<file path="src/rtl/core/dbic_pkg.sv">
package dbic_pkg;

    localparam int KEY_DEPTH = 16;
    localparam int KEY_CNT_W = $clog2(KEY_DEPTH + 1);

    typedef enum logic [2:0] {
        CMD_BYTE   = 3'd0,
        CMD_POLL   = 3'd1,
        CMD_MOVE   = 3'd2,
        CMD_BUTTON = 3'd3,
        CMD_KEY    = 3'd4,
        CMD_RESET  = 3'd5
    } cmd_t;

    localparam logic [1:0] TALK_CODE     = 2'd3;
    localparam logic [1:0] REG_ZERO      = 2'd0;
    localparam logic [3:0] MOUSE_ADDR    = 4'd3;
    localparam logic [3:0] KEYBOARD_ADDR = 4'd2;

    typedef struct packed {
        logic add;
        logic set_button;
        logic poll;
        logic clear;
    } mouse_ctl_t;

    typedef struct packed {
        logic push;
        logic poll;
        logic clear;
    } keyq_ctl_t;

endpackage

</file>
<file path="src/rtl/core/dbic_mouse.sv">
module dbic_mouse
    import dbic_pkg::*;
(
    input  logic        aclk,
    input  logic        aresetn,
    input  mouse_ctl_t  ctl,
    input  logic [15:0] delta_x,
    input  logic [15:0] delta_y,
    input  logic        button_down,
    output logic        has_data,
    output logic [7:0]  first_byte,
    output logic [7:0]  second_byte
);

    logic [15:0] accum_x_reg, accum_x_next;
    logic [15:0] accum_y_reg, accum_y_next;
    logic        button_reg, button_next;

    function automatic logic [15:0] sat_add16(input logic [15:0] a, input logic [15:0] b);
        logic [16:0] s;
        s = {a[15], a} + {b[15], b};
        if (s[16] != s[15]) begin
            sat_add16 = s[16] ? 16'h8000 : 16'h7FFF;
        end else begin
            sat_add16 = s[15:0];
        end
    endfunction

    function automatic logic [6:0] clamp7(input logic [15:0] v);
        if ($signed(v) > 16'sd63) begin
            clamp7 = 7'h3F;
        end else if ($signed(v) < -16'sd64) begin
            clamp7 = 7'h40;
        end else begin
            clamp7 = v[6:0];
        end
    endfunction

    assign has_data    = (accum_x_reg != 16'd0) || (accum_y_reg != 16'd0) || button_reg;
    assign first_byte  = {~button_reg, clamp7(accum_y_reg)};
    assign second_byte = {1'b1, clamp7(accum_x_reg)};

    always_comb begin
        accum_x_next = accum_x_reg;
        accum_y_next = accum_y_reg;
        button_next  = button_reg;
        if (ctl.clear) begin
            accum_x_next = 16'd0;
            accum_y_next = 16'd0;
            button_next  = 1'b0;
        end else if (ctl.add) begin
            accum_x_next = sat_add16(accum_x_reg, delta_x);
            accum_y_next = sat_add16(accum_y_reg, delta_y);
        end else if (ctl.set_button) begin
            button_next = button_down;
        end else if (ctl.poll && has_data) begin
            accum_x_next = 16'd0;
            accum_y_next = 16'd0;
        end
    end

    always_ff @(posedge aclk) begin
        if (!aresetn) begin
            accum_x_reg <= 16'd0;
            accum_y_reg <= 16'd0;
            button_reg  <= 1'b0;
        end else begin
            accum_x_reg <= accum_x_next;
            accum_y_reg <= accum_y_next;
            button_reg  <= button_next;
        end
    end

endmodule

</file>
<file path="src/rtl/core/dbic_keyq.sv">
module dbic_keyq
    import dbic_pkg::*;
(
    input  logic       aclk,
    input  logic       aresetn,
    input  keyq_ctl_t  ctl,
    input  logic [7:0] key_byte,
    output logic       has_data,
    output logic [7:0] first_byte,
    output logic [7:0] second_byte
);

    logic [7:0]           store_reg  [KEY_DEPTH + 2];
    logic [7:0]           store_next [KEY_DEPTH];
    logic [KEY_CNT_W-1:0] count_reg, count_next;
    logic                 pop_two;

    assign pop_two     = count_reg > KEY_CNT_W'(1);
    assign has_data    = count_reg != '0;
    assign first_byte  = store_reg[0];
    assign second_byte = pop_two ? store_reg[1] : 8'hFF;

    // head of the queue always sits in entry 0
    always_comb begin
        count_next = count_reg;
        for (int i = 0; i < KEY_DEPTH; i++) begin
            store_next[i] = store_reg[i];
        end
        if (ctl.clear) begin
            count_next = '0;
        end else if (ctl.poll && has_data) begin
            if (pop_two) begin
                count_next = count_reg - KEY_CNT_W'(2);
                for (int i = 0; i < KEY_DEPTH; i++) begin
                    store_next[i] = store_reg[i + 2];
                end
            end else begin
                count_next = count_reg - KEY_CNT_W'(1);
                for (int i = 0; i < KEY_DEPTH; i++) begin
                    store_next[i] = store_reg[i + 1];
                end
            end
        end else if (ctl.push && (count_reg < KEY_CNT_W'(KEY_DEPTH))) begin
            count_next = count_reg + KEY_CNT_W'(1);
            for (int i = 0; i < KEY_DEPTH; i++) begin
                if (count_reg == KEY_CNT_W'(i)) begin
                    store_next[i] = key_byte;
                end
            end
        end
    end

    // two spare entries past the end keep the shift uniform
    always_ff @(posedge aclk) begin
        for (int i = 0; i < KEY_DEPTH; i++) begin
            store_reg[i] <= store_next[i];
        end
        store_reg[KEY_DEPTH]     <= 8'hFF;
        store_reg[KEY_DEPTH + 1] <= 8'hFF;
    end

    always_ff @(posedge aclk) begin
        if (!aresetn) begin
            count_reg <= '0;
        end else begin
            count_reg <= count_next;
        end
    end

endmodule

</file>
<file path="src/rtl/core/desktop_bus_input_controller_unit.sv">
// Desktop-bus host controller for one mouse (address 3) and one keyboard
// (address 2). Each input transaction is captured in an input register and
// handled from there; a poll loads the result register, all other commands
// only update state. One transaction per cycle is sustained while no poll
// waits, and a handled poll's result is valid in the following cycle; a poll
// waits in the input register only while an earlier result has not been
// taken. Key events arriving with a full 16-entry queue are dropped.
module desktop_bus_input_controller_unit
    import dbic_pkg::*;
(
    input  logic        aclk,
    input  logic        aresetn,
    input  logic        s_valid,
    output logic        s_ready,
    input  logic [2:0]  s_cmd,
    input  logic [7:0]  s_cmd_byte,
    input  logic [15:0] s_delta_x,
    input  logic [15:0] s_delta_y,
    input  logic        s_button_down,
    input  logic [7:0]  s_keycode,
    input  logic        s_key_down,
    output logic        m_valid,
    input  logic        m_ready,
    output logic        m_has_data,
    output logic [1:0]  m_byte_count,
    output logic [7:0]  m_first_byte,
    output logic [7:0]  m_second_byte
);

    logic        in_valid_reg;
    cmd_t        cmd_reg;
    logic [7:0]  cmd_byte_reg;
    logic [15:0] delta_x_reg;
    logic [15:0] delta_y_reg;
    logic        button_down_reg;
    logic [7:0]  keycode_reg;
    logic        key_down_reg;

    logic [3:0]  device_address_reg;
    logic [1:0]  command_code_reg;
    logic [1:0]  register_select_reg;

    logic        m_valid_reg;
    logic        m_has_data_reg;
    logic [1:0]  m_byte_count_reg;
    logic [7:0]  m_first_byte_reg;
    logic [7:0]  m_second_byte_reg;

    logic        is_poll;
    logic        proc;
    logic        talk0;
    logic        mouse_sel;
    logic        key_sel;
    logic        reply_has;
    logic [7:0]  reply_first;
    logic [7:0]  reply_second;
    logic [7:0]  key_byte;

    mouse_ctl_t  mouse_ctl;
    keyq_ctl_t   keyq_ctl;
    logic        mouse_has;
    logic [7:0]  mouse_first;
    logic [7:0]  mouse_second;
    logic        key_has;
    logic [7:0]  key_first;
    logic [7:0]  key_second;

    assign is_poll = in_valid_reg && (cmd_reg == CMD_POLL);
    assign proc    = in_valid_reg && (!is_poll || !m_valid_reg || m_ready);
    assign s_ready = !in_valid_reg || proc;

    assign talk0     = (command_code_reg == TALK_CODE) && (register_select_reg == REG_ZERO);
    assign mouse_sel = talk0 && (device_address_reg == MOUSE_ADDR);
    assign key_sel   = talk0 && (device_address_reg == KEYBOARD_ADDR);
    assign key_byte  = key_down_reg ? keycode_reg : (keycode_reg | 8'h80);

    assign mouse_ctl.add        = proc && (cmd_reg == CMD_MOVE);
    assign mouse_ctl.set_button = proc && (cmd_reg == CMD_BUTTON);
    assign mouse_ctl.poll       = proc && is_poll && mouse_sel;
    assign mouse_ctl.clear      = proc && (cmd_reg == CMD_RESET);

    assign keyq_ctl.push  = proc && (cmd_reg == CMD_KEY);
    assign keyq_ctl.poll  = proc && is_poll && key_sel;
    assign keyq_ctl.clear = proc && (cmd_reg == CMD_RESET);

    dbic_mouse u_mouse (
        .aclk        (aclk),
        .aresetn     (aresetn),
        .ctl         (mouse_ctl),
        .delta_x     (delta_x_reg),
        .delta_y     (delta_y_reg),
        .button_down (button_down_reg),
        .has_data    (mouse_has),
        .first_byte  (mouse_first),
        .second_byte (mouse_second)
    );

    dbic_keyq u_keyq (
        .aclk        (aclk),
        .aresetn     (aresetn),
        .ctl         (keyq_ctl),
        .key_byte    (key_byte),
        .has_data    (key_has),
        .first_byte  (key_first),
        .second_byte (key_second)
    );

    always_comb begin
        reply_has    = 1'b0;
        reply_first  = 8'd0;
        reply_second = 8'd0;
        if (mouse_sel && mouse_has) begin
            reply_has    = 1'b1;
            reply_first  = mouse_first;
            reply_second = mouse_second;
        end else if (key_sel && key_has) begin
            reply_has    = 1'b1;
            reply_first  = key_first;
            reply_second = key_second;
        end
    end

    // input register
    always_ff @(posedge aclk) begin
        if (!aresetn) begin
            in_valid_reg <= 1'b0;
        end else if (s_ready) begin
            in_valid_reg <= s_valid;
        end
    end

    always_ff @(posedge aclk) begin
        if (s_valid && s_ready) begin
            cmd_reg         <= cmd_t'(s_cmd);
            cmd_byte_reg    <= s_cmd_byte;
            delta_x_reg     <= s_delta_x;
            delta_y_reg     <= s_delta_y;
            button_down_reg <= s_button_down;
            keycode_reg     <= s_keycode;
            key_down_reg    <= s_key_down;
        end
    end

    // latched bus command
    always_ff @(posedge aclk) begin
        if (!aresetn) begin
            device_address_reg  <= 4'd0;
            command_code_reg    <= 2'd0;
            register_select_reg <= 2'd0;
        end else if (proc) begin
            case (cmd_reg)
                CMD_BYTE: begin
                    device_address_reg  <= cmd_byte_reg[7:4];
                    command_code_reg    <= cmd_byte_reg[3:2];
                    register_select_reg <= cmd_byte_reg[1:0];
                end
                CMD_RESET: begin
                    device_address_reg  <= 4'd0;
                    command_code_reg    <= 2'd0;
                    register_select_reg <= 2'd0;
                end
                default: begin
                    device_address_reg  <= device_address_reg;
                end
            endcase
        end
    end

    // result register
    always_ff @(posedge aclk) begin
        if (!aresetn) begin
            m_valid_reg <= 1'b0;
        end else if (proc && is_poll) begin
            m_valid_reg <= 1'b1;
        end else if (m_ready) begin
            m_valid_reg <= 1'b0;
        end
    end

    always_ff @(posedge aclk) begin
        if (proc && is_poll) begin
            m_has_data_reg    <= reply_has;
            m_byte_count_reg  <= reply_has ? 2'd2 : 2'd0;
            m_first_byte_reg  <= reply_first;
            m_second_byte_reg <= reply_second;
        end
    end

    assign m_valid       = m_valid_reg;
    assign m_has_data    = m_has_data_reg;
    assign m_byte_count  = m_byte_count_reg;
    assign m_first_byte  = m_first_byte_reg;
    assign m_second_byte = m_second_byte_reg;

    a_stall_blocks_poll: assert property (@(posedge aclk) disable iff (!aresetn)
        is_poll && m_valid && !m_ready |-> !s_ready)
        else $error("poll proceeded while result register was full");

    a_no_data_zero: assert property (@(posedge aclk) disable iff (!aresetn)
        m_valid && !m_has_data |-> (m_byte_count == 2'd0) && (m_first_byte == 8'd0)
            && (m_second_byte == 8'd0))
        else $error("empty reply carries nonzero bytes");

    a_data_count: assert property (@(posedge aclk) disable iff (!aresetn)
        m_valid && m_has_data |-> m_byte_count == 2'd2)
        else $error("reply with data has wrong byte count");

    a_poll_gives_result: assert property (@(posedge aclk) disable iff (!aresetn)
        proc && is_poll |=> m_valid)
        else $error("handled poll produced no result");

endmodule
</file>
<file path="config.mk">
export PLATFORM = sky130hd
export DESIGN_NAME = desktop_bus_input_controller_unit
export DESIGN_NICKNAME = d
export VERILOG_FILES = /design/src/rtl/core/dbic_pkg.sv /design/src/rtl/core/dbic_mouse.sv /design/src/rtl/core/dbic_keyq.sv /design/src/rtl/core/desktop_bus_input_controller_unit.sv
export SDC_FILE = /design/constraint.sdc
export NUM_CORES = 1
export LEC_CHECK = 0
export ABC_AREA = 1
export BUFFER_PORTS_ARGS = -buffer_cell sky130_fd_sc_hd__buf_2
export CORE_MARGIN = 2
export CORE_UTILIZATION = 32
export DETAILED_ROUTE_END_ITERATION = 16
export GPL_TIMING_DRIVEN = 0
export PLACE_DENSITY = 0.6
export SETUP_SLACK_MARGIN = 0.15
export SLEW_MARGIN = 40
export SYNTH_ARGS = -nofsm -noshare
export SYNTH_HDL_FRONTEND = slang
export SYNTH_SLANG_ARGS = --single-unit
</file>
<file path="constraint.sdc">
create_clock -name aclk -period 2.3 [get_ports aclk]
set_input_delay 0.345 -clock aclk [delete_from_list [all_inputs] [get_ports aclk]]
set_output_delay 0.345 -clock aclk [all_outputs]
set_load 0.03 [all_outputs]
</file>
==> flow_summary.json <==
{
  "synth_seq_area_share_pct": 52.6,
  "critical-path-max-stage-delay_ps": 420,
  "globalRouteMet1Util_pct": 20.6,
  "start_kind": "register",
  "grt_max_degree": 25,
  "rsz0062_at_grt": "true",
  "slew_headroom_pct": 50.1,
  "drc": 0,
  "grt_pass1_wl_um": 55100,
  "syn_avg_cell_area_um2": 8.85,
  "syn-num-nets": 1585,
  "drt-total-wl_um": 35100,
  "die_h_um": 207,
  "place.gp.congestion": 0.853,
  "max_clock_freq_mhz": 462,
  "crit_chain": "buf_6 > fa_2 > nand2_2 > nand2_2 > nand3_2 > nand2_4 > nand2_4 > nand2_4 > nand2_4 > nand2_4 > a21oi_4 > buf_12 > nand2_1 > a21oi_1",
  "cts_root_buf": "clkbuf_16",
  "tritoncts": "yes",
  "dr.first_iter.drc_count": 731,
  "start_util_pct": 32.3,
  "grt-busiest-layer": "met2",
  "syn-cell-area_um2": 13100,
  "cts_buffer_depth": 3,
  "slew_viol_final": 0,
  "setup_tns_ps": 0,
  "grt_use_met3_pct": 2.28,
  "io_buffers": 76,
  "fin_area_um2": 17400,
  "worstReg2RegStart": "delta_x_reg[1]$_DFFE_PP_",
  "ant_nets": 0,
  "async_flop_share_pct": 0,
  "stdcell_count": 2249,
  "final.period_utilization_pct": 94.2,
  "r2r_end": "u_mouse.accum_x_reg[0]$_SDFFE_PP0P_",
  "synth_edf_count": 198,
  "num_vias": 11000,
  "holdWs_ps": 55.1,
  "place_area_um2": 14500,
  "rr_worst_depth": 14,
  "cts_made_buffers": 29,
  "hold_depth": 3,
  "clkLatencyLatePin_ps": 580,
  "drive_gt1_share_pct": 25.9,
  "worstPathRequired_ps": 2800,
  "crit_type": "reg -> reg",
  "fp.dieW_um": 207,
  "tightest_slew_ps": 745,
  "met2_usage_pct": 28.9,
  "min_path_type": "in -> reg",
  "grt_pass1_vias": 10800,
  "arrival_ps": 2670,
  "powerDensity_nw_per_um2": 608,
  "end_kind": "register",
  "ys_warn_count": 0,
  "hpwl_um": 24900,
  "area_growth_pct": 32.5,
  "total_power_mw": 10.6,
  "drtPass1Iterations": 5,
  "avgViaCountPerCell": 4.88,
  "crit_buf_inv": 2,
  "cellLeakagePower_nw": 6.98,
  "num_io_pins": 78,
  "clock_sinks": 246,
  "ir_drop_v": 0.000543,
  "dp_cells": 2094,
  "num_antenna_cells": 0,
  "setup_viol": 0,
  "hold_end": "in_valid_reg$_SDFFE_PN0N_",
  "r2r_slack_ps": 130,
  "min-delay-start": "s_valid",
  "track_usage_pct": 16.2,
  "crit_slowest_cell": "edfxtp_1",
  "die-area_um2": 42700,
  "fin_worst_skew_ps": 18.2,
  "worstPathMaxFanout": 5,
  "rows": 74,
  "ys_seq_elements": 246,
  "post_drt_wl_per_cell_um": 15.6,
  "maxCapViolCount": 0,
  "synth_flop_cell": "edfxtp_1",
  "timing.critical_path.mode_cell": "nand2_4",
  "pre_cts_ws_ps": -422,
  "final_util_pct": 42.8,
  "htreeDepth": 1,
  "period_needed_ps": 2170,
  "finalNetCount": 1795,
  "clkTransAtPathRegs_ps": 60,
  "syn-instance-count": 1484,
  "core_um2": 40600,
  "grt_overflow": 0,
  "largest_reg_flops": 128,
  "outcome": "finished, final reports clean",
  "netlist-cell-type-count": 45,
  "antenna_found_initial": 0,
  "hold_viol": 0,
  "layout_setup_ws_ps": 134,
  "crit_family": "simple AND/OR/NAND/NOR gates"
}
==> worst register-to-register path, delay by kind of cell (launching register included) <==
family | cells | cell delay, ps
AO/OA/AOI/OAI | 2 | 350
adder cells (fa/ha/maj) | 1 | 390
buffers and inverters | 2 | 310
flip-flops | 1 | 420
AND/OR/NAND/NOR | 9 | 630
==> power breakdown <==
group	total [mW]	switching, mW	leakage (nW)	internal [mW]
Clock	4.69	1.93	0.476	2.76
Sequential	4.94	0.0590	2.22	4.88
Combinational	0.950	0.537	4.28	0.412
Total	10.6	2.52	6.98	8.06
==> per-layer routing <==
| metal | part of all wire, % | wire (um) |
|---|---|---|
| met1 | 43 | 15200 |
| met2 | 50 | 17500 |
| met3 | 4.7 | 1660 |
| met4 | 2.1 | 742 |
| met5 | 0 | 0 |
==> cell usage after synthesis (3+ instances only) <==
cell      count  area, um2
a211oi_1      6       45.0
a21oi_1      57        285
a21oi_2      10       87.6
a21oi_4       3       48.8
a31oi_1       3       18.8
buf_2        34        170
buf_4        12       90.1
buf_6         9        101
clkbuf_1     15       56.3
dfxtp_1      48        961
edfxtp_1    198       5950
ha_1         42        526
inv_1       156        586
inv_2        11       41.3
nand2_1     338       1270
nand2_2      23        144
nand3_1      91        455
nand3b_1     10       75.1
nand4_1       9       56.3
nor2_1       74        278
nor3_1        8       40.0
nor4_1        4       25.0
o21ai_0     233       1170
o21ai_1      36        180
o21bai_1      4       30.0
o31ai_1       9       67.6
xnor2_1      16        140
xor2_1        4       35.0
==> cell usage in the layout, fill, tap and decap left out, drive strengths merged <==
| cell type | n |
|---|---|
| a211oi | 6 |
| a21oi | 70 |
| a31oi | 3 |
| a32o | 1 |
| and2 | 2 |
| buf | 176 |
| bufinv | 3 |
| clkbuf | 56 |
| clkinv | 12 |
| clkinvlp | 3 |
| conb | 1 |
| dfxtp | 48 |
| dlygate4sd3 | 53 |
| edfxtp | 198 |
| fa | 2 |
| ha | 42 |
| inv | 168 |
| nand2 | 363 |
| nand3 | 93 |
| nand3b | 10 |
| nand4 | 10 |
| nor2 | 77 |
| nor3 | 11 |
| nor3b | 1 |
| nor4 | 4 |
| o211ai | 1 |
| o21ai | 269 |
| o21bai | 4 |
| o31ai | 9 |
| o41ai | 1 |
| xnor2 | 16 |
| xor2 | 4 |
==> worst max path at each step <==
| stage | end | cells past startpoint | from |
|---|---|---|---|
| floorplan | u_keyq.store_reg[13][0]$_DFFE_PP_ | 9 | cmd_reg[1]$_DFFE_PP_ |
| finish | u_mouse.accum_x_reg[0]$_SDFFE_PP0P_ | 14 | delta_x_reg[1]$_DFFE_PP_ |
| detailed placement | u_keyq.store_reg[0][1]$_DFFE_PP_ | 10 | cmd_reg[1]$_DFFE_PP_ |
| global route | u_mouse.accum_x_reg[0]$_SDFFE_PP0P_ | 14 | delta_x_reg[1]$_DFFE_PP_ |
| CTS | u_mouse.accum_x_reg[9]$_SDFFE_PP0P_ | 14 | delta_x_reg[0]$_DFFE_PP_ |
| global placement | u_keyq.store_reg[0][0]$_DFFE_PP_ | 12 | u_keyq.count_reg[1]$_SDFFE_PP0P_ |
==> area by class of cell <==
cell class                 count  area [um2]
timing repair buffer         178        1500
buffer                        71         596
fill                        3853       23200
clock inverter                18         186
sequential                   246        6930
tap                          532         666
multi-input combinational   1000        6100
clock buffer                  36         783
inverter                     168         642
==> cells by family after synthesis <==
group / share of synthesized area, %
fa+ha+maj: 4.30
compound gates: 14.9
other cells: 0.0285
simple gates: 18.9
buf+inv: 8.02
xor+xnor: 1.33
flops: 52.6
==> repair_timing <==
action                                  CTS  global route
pin swaps                                24            45
setup buffers                            25            17
gates cloned                              3             3
hold buffers                             53             0
hold endpoints to repair                 53             0
endpoints found under the setup margin  308           289
gates resized for setup                  72           165
Note: power is estimated with default switching activity, not from simulation.
